[src/sv/line_follow_pid_steering_top_macros.svh]
// ----------------------------------------------------------------------------
// Line follower steering assertion macros
// Concurrent assertion helpers that can be compiled out with ASSERT_OFF.
// ----------------------------------------------------------------------------
`ifndef LINE_FOLLOW_PID_STEERING_TOP_MACROS_SVH
`define LINE_FOLLOW_PID_STEERING_TOP_MACROS_SVH
`ifndef ASSERT_OFF
// Consequent must hold in the same cycle as the antecedent.
`define LFPS_ASSERT_SAME(label, clk, rst_n, ante, cons, msg) \
	label: assert property (@(posedge clk) disable iff (!rst_n) (ante) |-> (cons)) \
		else $error(msg);
// Consequent must hold in the cycle after the antecedent.
`define LFPS_ASSERT_NEXT(label, clk, rst_n, ante, cons, msg) \
	label: assert property (@(posedge clk) disable iff (!rst_n) (ante) |=> (cons)) \
		else $error(msg);
`else
`define LFPS_ASSERT_SAME(label, clk, rst_n, ante, cons, msg)
`define LFPS_ASSERT_NEXT(label, clk, rst_n, ante, cons, msg)
`endif
`endif

[src/sv/lfps_pkg.sv]
// ----------------------------------------------------------------------------
// Line follower steering package
// Widths, register defaults, register indexes and shared types.
// ----------------------------------------------------------------------------
package lfps_pkg;

	localparam int SENSOR_COUNT = 6;
	localparam int SENSOR_IDX_W = $clog2(SENSOR_COUNT);
	localparam int SAMPLE_W     = 10;
	localparam int SAMPLE_MAX   = (1 << SAMPLE_W) - 1;
	localparam int WEIGHT_STEP  = 1000;

	localparam int TOTAL_W    = $clog2(SENSOR_COUNT * SAMPLE_MAX + 1);
	localparam int SUM_SI_W   = $clog2(SAMPLE_MAX * SENSOR_COUNT * (SENSOR_COUNT - 1) / 2 + 1);
	localparam int WEIGHTED_W = $clog2(SAMPLE_MAX * SENSOR_COUNT * (SENSOR_COUNT - 1) / 2
		* WEIGHT_STEP + 1);

	localparam int KP_W      = 8;
	localparam int KI_W      = 16;
	localparam int KD_W      = 8;
	localparam int DUTY_W    = 10;
	localparam int LEVEL_W   = 10;
	localparam int CENTER_W  = 13;
	localparam int PATTERN_W = 6;
	localparam int ERR_W     = 14;
	localparam int INTEG_W   = 32;
	localparam int ACC_W     = INTEG_W + 2;
	localparam int PID_W     = DUTY_W + 1;

	localparam int CFG_INDEX_W = 3;
	localparam int CFG_DATA_W  = 16;

	localparam int DIV_W     = 32;
	localparam int DIVISOR_W = 16;
	localparam int DIV_STEPS = DIV_W / 2;
	localparam int DIV_CNT_W = $clog2(DIV_STEPS);

	localparam logic [KP_W-1:0]     KP_RESET     = KP_W'(2);
	localparam logic [KI_W-1:0]     KI_RESET     = KI_W'(170);
	localparam logic [KD_W-1:0]     KD_RESET     = KD_W'(20);
	localparam logic [DUTY_W-1:0]   BASE_RESET   = DUTY_W'(900);
	localparam logic [DUTY_W-1:0]   LIMIT_RESET  = DUTY_W'(800);
	localparam logic [LEVEL_W-1:0]  PRES_RESET   = LEVEL_W'(50);
	localparam logic [LEVEL_W-1:0]  BLACK_RESET  = LEVEL_W'(800);
	localparam logic [CENTER_W-1:0] CENTER_RESET = CENTER_W'(2500);

	localparam logic signed [INTEG_W-1:0] INTEG_MAX = {1'b0, {(INTEG_W-1){1'b1}}};
	localparam logic signed [INTEG_W-1:0] INTEG_MIN = {1'b1, {(INTEG_W-1){1'b0}}};
	localparam logic signed [ERR_W-1:0]   ERR_MAX   = {1'b0, {(ERR_W-1){1'b1}}};
	localparam logic signed [ERR_W-1:0]   ERR_MIN   = {1'b1, {(ERR_W-1){1'b0}}};

	typedef logic [SAMPLE_W-1:0] sample_t;

	typedef enum logic [CFG_INDEX_W-1:0] {
		REG_KP,
		REG_KI,
		REG_KD,
		REG_BASE_DUTY,
		REG_CORRECTION_LIMIT,
		REG_PRESENCE_LEVEL,
		REG_BLACK_LEVEL,
		REG_CENTER
	} cfg_reg_t;

	typedef enum logic [3:0] {
		ST_IDLE,
		ST_SCAN,
		ST_CENTROID,
		ST_DIV_POS,
		ST_INTEG,
		ST_DIV_INT,
		ST_DERIV,
		ST_CLAMP,
		ST_MIX
	} ctrl_state_t;

	typedef struct packed {
		logic busy;
		logic done;
	} div_status_t;

endpackage

[src/sv/lfps_divider.sv]
// ----------------------------------------------------------------------------
// Shared unsigned divider
// Restoring divider, two quotient bits per cycle, registered result.
// ----------------------------------------------------------------------------
module lfps_divider
	import lfps_pkg::*;
(
	input  logic                 clk,
	input  logic                 arst_n,
	input  logic                 start,
	input  logic [DIV_W-1:0]     dividend,
	input  logic [DIVISOR_W-1:0] divisor,
	output logic [DIV_W-1:0]     quotient,
	output div_status_t          status
);

	logic [DIV_W-1:0]     quot_q;
	logic [DIVISOR_W-1:0] rem_q;
	logic [DIVISOR_W-1:0] divisor_q;
	logic [DIV_CNT_W-1:0] count_q;
	logic                 busy_q;
	logic                 done_q;

	logic [DIVISOR_W:0]   rem_a;
	logic [DIVISOR_W:0]   rem_c;
	logic [DIVISOR_W-1:0] rem_b;
	logic [DIVISOR_W-1:0] rem_d;
	logic                 bit_a;
	logic                 bit_b;

	// Two dependent compare-and-subtract steps per cycle.
	always_comb begin
		rem_a = {rem_q, quot_q[DIV_W-1]};
		if (rem_a >= {1'b0, divisor_q}) begin
			rem_b = DIVISOR_W'(rem_a - {1'b0, divisor_q});
			bit_a = 1'b1;
		end else begin
			rem_b = rem_a[DIVISOR_W-1:0];
			bit_a = 1'b0;
		end
		rem_c = {rem_b, quot_q[DIV_W-2]};
		if (rem_c >= {1'b0, divisor_q}) begin
			rem_d = DIVISOR_W'(rem_c - {1'b0, divisor_q});
			bit_b = 1'b1;
		end else begin
			rem_d = rem_c[DIVISOR_W-1:0];
			bit_b = 1'b0;
		end
	end

	always_ff @(posedge clk or negedge arst_n) begin
		if (!arst_n) begin
			busy_q  <= 1'b0;
			done_q  <= 1'b0;
			count_q <= '0;
		end else begin
			done_q <= 1'b0;
			if (start) begin
				busy_q  <= 1'b1;
				count_q <= '0;
			end else if (busy_q) begin
				count_q <= count_q + 1'b1;
				if (count_q == DIV_CNT_W'(DIV_STEPS - 1)) begin
					busy_q <= 1'b0;
					done_q <= 1'b1;
				end
			end
		end
	end

	always_ff @(posedge clk) begin
		if (start) begin
			quot_q    <= dividend;
			rem_q     <= '0;
			divisor_q <= divisor;
		end else if (busy_q) begin
			quot_q <= {quot_q[DIV_W-3:0], bit_a, bit_b};
			rem_q  <= rem_d;
		end
	end

	assign quotient    = quot_q;
	assign status.busy = busy_q;
	assign status.done = done_q;

endmodule

[config.mk]
export PLATFORM = sky130hd
export DESIGN_NAME = lfps_divider
export DESIGN_NICKNAME = d
export VERILOG_FILES = /design/src/sv/line_follow_pid_steering_top_macros.svh /design/src/sv/lfps_pkg.sv /design/src/sv/lfps_divider.sv
export SDC_FILE = /design/constraint.sdc
export NUM_CORES = 1
export LEC_CHECK = 0
export BUFFER_PORTS_ARGS = -buffer_cell sky130_fd_sc_hd__buf_2
export CAP_MARGIN = 20
export CORE_ASPECT_RATIO = 1.5
export CORE_MARGIN = 5
export CORE_UTILIZATION = 57
export CTS_CLUSTER_DIAMETER = 80
export DETAILED_ROUTE_END_ITERATION = 16
export GPL_TIMING_DRIVEN = 1
export PLACE_DENSITY = 0.81
export SLEW_MARGIN = 20
export SYNTH_ARGS = -nofsm -noshare
export SYNTH_HDL_FRONTEND = slang
export SYNTH_SLANG_ARGS = --single-unit
[constraint.sdc]
create_clock -name clk -period 4.85 [get_ports clk]
set_input_delay 0.485 -clock clk [delete_from_list [all_inputs] [get_ports clk]]
set_output_delay 0.485 -clock clk [all_outputs]
set_load 0.01 [all_outputs]
==> results.py <==
metrics = {
    "run_status": {
        "outcome": "finished clean",
    },
    "final_layout": {
        "n_fill_cell": 621,
        "final_cell_mix": "buf_2, edfxtp_1, nor2_1, mux2_2, ha_1",
        "final_util_pct": 69.8,
        "syn2layout_area_growth_pct": 20.9,
        "final_common_cell": "buf_2",
        "num_antenna_cells": 0,
        "drive_gt1_share_pct": 33.4,
        "layout.nets": 668,
        "final-seq-area_mm2": 0.00191,
        "multi_input_area_mm2": 0.00265,
    },
    "grt": {
        "grt_overflow": 0,
        "antenna_found_initial": 0,
        "grt_usage_pct": 25.7,
        "grt_max_degree": 47,
        "grt_pass1_vias": 4344,
        "grt_pass1_wl_um": 20900,
    },
    "setup_path": {
        "rr_worst_depth": 19,
        "cp.required_ps": 5090,
        "startpoint_type": "register",
        "worstReg2RegStart": "divisor_q[3]$_DFFE_PP_",
        "critical_path_class": "reg2reg",
        "worstSetupEndpointType": "register",
        "critPathLaunch": "divisor_q[3]$_DFFE_PP_",
        "crit_fanout": 8,
        "crit_arrival_ps": 4820,
    },
    "cts": {
        "path_clk_slew_ps": 60,
        "tritoncts": "built",
        "clockBufferDepth": 2,
        "insertion_delay_ps": 340,
        "clockRootBuffer": "clkbuf_16",
        "cts_buffers": 9,
        "clock_sink_count": 70,
        "htree_levels": 3,
    },
    "sta": {
        "tightest_slew_ps": 579,
        "period_share_pct": 94.5,
        "period_minus_slack_ps": 4580,
        "rsz0062_at_grt": "false",
        "slew_violations": 0,
        "setup_viol": 0,
        "fmax_mhz": 218,
        "hold_viol": 0,
        "final.setup_skew_ps": 6.97,
        "slew-limit-headroom_pct": 61.4,
        "setup_tns_ps": 0,
    },
    "pwr": {
        "power_density_mw_per_mm2": 663,
        "irDropWorstVdd_uv": 324,
        "design_power_total_mw": 3.85,
        "power_leakage_nw": 2.58,
    },
    "logic_synthesis": {
        "ys_ff_latch": 70,
        "ys_async_sr_fraction_pct": 8.57,
        "yosys_warnings": 0,
        "synthFlopType": "edfxtp_1",
        "synthCells": 473,
        "ys_types": 69,
        "netlist_area_mm2": 0.00480,
        "synth_edf_count": 48,
        "synth.avg_cell_area_um2": 10.1,
        "synth_fp_nets": 559,
        "synth-seq-area-share_pct": 39.8,
    },
    "hold_path": {
        "hold_start": "divisor[2]",
        "hold_path.class": "in2reg",
        "worstHoldPathCells": 1,
    },
    "drt": {
        "wl_per_cell_um": 19.3,
        "drt_iter0_markers": 353,
        "ant_nets": 0,
        "viasPerCell": 6.20,
        "vias": 4302,
        "routed_wl_um": 13400,
        "drc": 0,
        "dr.pass1.iters": 5,
    },
    "place": {
        "gp_congestion": 0.926,
        "dp_hpwl_um": 10000,
        "portBuffers": 84,
    },
    "floorplan": {
        "dieArea_mm2": 0.0104,
        "die-width_um": 84.9,
        "core.rowCount": 41,
        "initial_core_util_pct": 57.8,
        "ios": 85,
        "core-area_mm2": 0.00831,
        "die_h_um": 122,
    },
    "job": {
        "drv_cap": 0,
    },
}
==> power by group <==
part	internal, mW	total (mW)	switching (mW)
Combinational	1.05	2.29	1.25
Sequential	0.753	0.834	0.0812
Clock	0.452	0.719	0.267
Total	2.25	3.85	1.59
==> stage by stage <==
stage               instances  hold slack (ps)  worst slack (ps)  cell area, um2
floorplan                 473              189               361            4800
global placement          673              311               216            5400
detailed placement        673              315               133            5400
CTS                       690              315               118            5740
global route              694              318              23.8            5800
finish                    694              321               269            5800
==> final timing paths <==
check / end / slack, ps
worst max-delay path: rem_q[12]$_SDFFE_PP0P_ / 270
worst min-delay path: divisor_q[2]$_DFFE_PP_ / 320
worst max register to register: rem_q[12]$_SDFFE_PP0P_ / 270
worst min register to register: rem_q[3]$_SDFFE_PP0P_ / 510
max in group asynchronous: count_q[2]$_DFFE_PN0P_ / 4210
min in group asynchronous: done_q$_DFF_PN0_ / 490
==> routing by layer <==
metal | track usage, % | wire length, um
met1 | 28.7 | 4990
met2 | 45.0 | 6620
met3 | 5.10 | 970
met4 | 15.5 | 816
met5 | 0 | 0
==> Yosys cell counts, types with 3 or more instances <==
master / instances / area share [%]
nand2b_1: 3 / 0.39
nor4_1: 3 / 0.39
a21oi_1: 20 / 2.1
buf_4: 3 / 0.47
ha_1: 33 / 8.6
buf_6: 5 / 1.2
clkbuf_8: 4 / 1.1
nor3_1: 9 / 0.94
nor2_1: 38 / 3.0
dfxtp_1: 16 / 6.7
mux2_2: 37 / 8.7
o31ai_1: 3 / 0.47
nand3_1: 24 / 2.5
or2_2: 5 / 0.65
xnor2_1: 16 / 2.9
clkbuf_1: 5 / 0.39
nand2_1: 26 / 2.0
dfrtp_1: 6 / 3.1
a311oi_1: 12 / 2.2
a21o_1: 8 / 1.3
edfxtp_1: 48 / 30
a211oi_1: 5 / 0.78
o21ai_1: 8 / 0.83
and3_1: 4 / 0.52
o211ai_1: 4 / 0.63
a31oi_1: 3 / 0.39
nand4_1: 6 / 0.78
o21ai_0: 24 / 2.5
inv_1: 32 / 2.5
a21boi_0: 3 / 0.47
o21a_1: 4 / 0.63
xor2_1: 8 / 1.5
==> layout make-up <==
cell class              count  area share [%]
clock buffers               9            3.88
flip-flops and latches     70            32.9
clock inverters             7            1.68
multi-input cells         353            45.6
well taps                 107            2.31
inverters                  32            2.07
repair buffers            116            11.5
==> state kept, by name, indices dropped and copies added, names as in the netlist <==
name,count
quotient,32
divisor_q,16
busy_q,1
count_q,4
rem_q,16
done_q,1
==> cells by family after synthesis <==
logic type / after synthesis / synth area share [%]
simple gates: 135 / 14.1
compound gates: 119 / 17.3
flops: 70 / 39.8
buf+inv: 51 / 5.87
mux: 39 / 9.10
fa+ha+maj: 35 / 9.44
xor+xnor: 24 / 4.38
==> repair_timing <==
| item | 4_1_cts | 5_1_grt |
|---|---|---|
| setup buffers | 0 | 2 |
| setup endpoints to repair | 0 | 17 |
| gates resized for setup | 0 | 17 |
| endpoints found under the hold margin | 6 | 0 |
| hold buffers | 1 | 0 |
==> critical path: stages, from the launching register on <==
cell and delay [ps]:
edfxtp_1 320, inv_1 60, ha_1 370, o21ai_0 110
a21o_2 230, a211oi_1 370, o21ai_2 180, and2_4 200
buf_4 180, o31ai_1 430, ha_1 330, and3_2 240
nand2_1 80, nor4_1 50, a211oi_1 230, inv_1 170
a221oi_4 320, buf_4 240, nand3_1 110, a311oi_1 260
(Power assumes the default switching activity.)
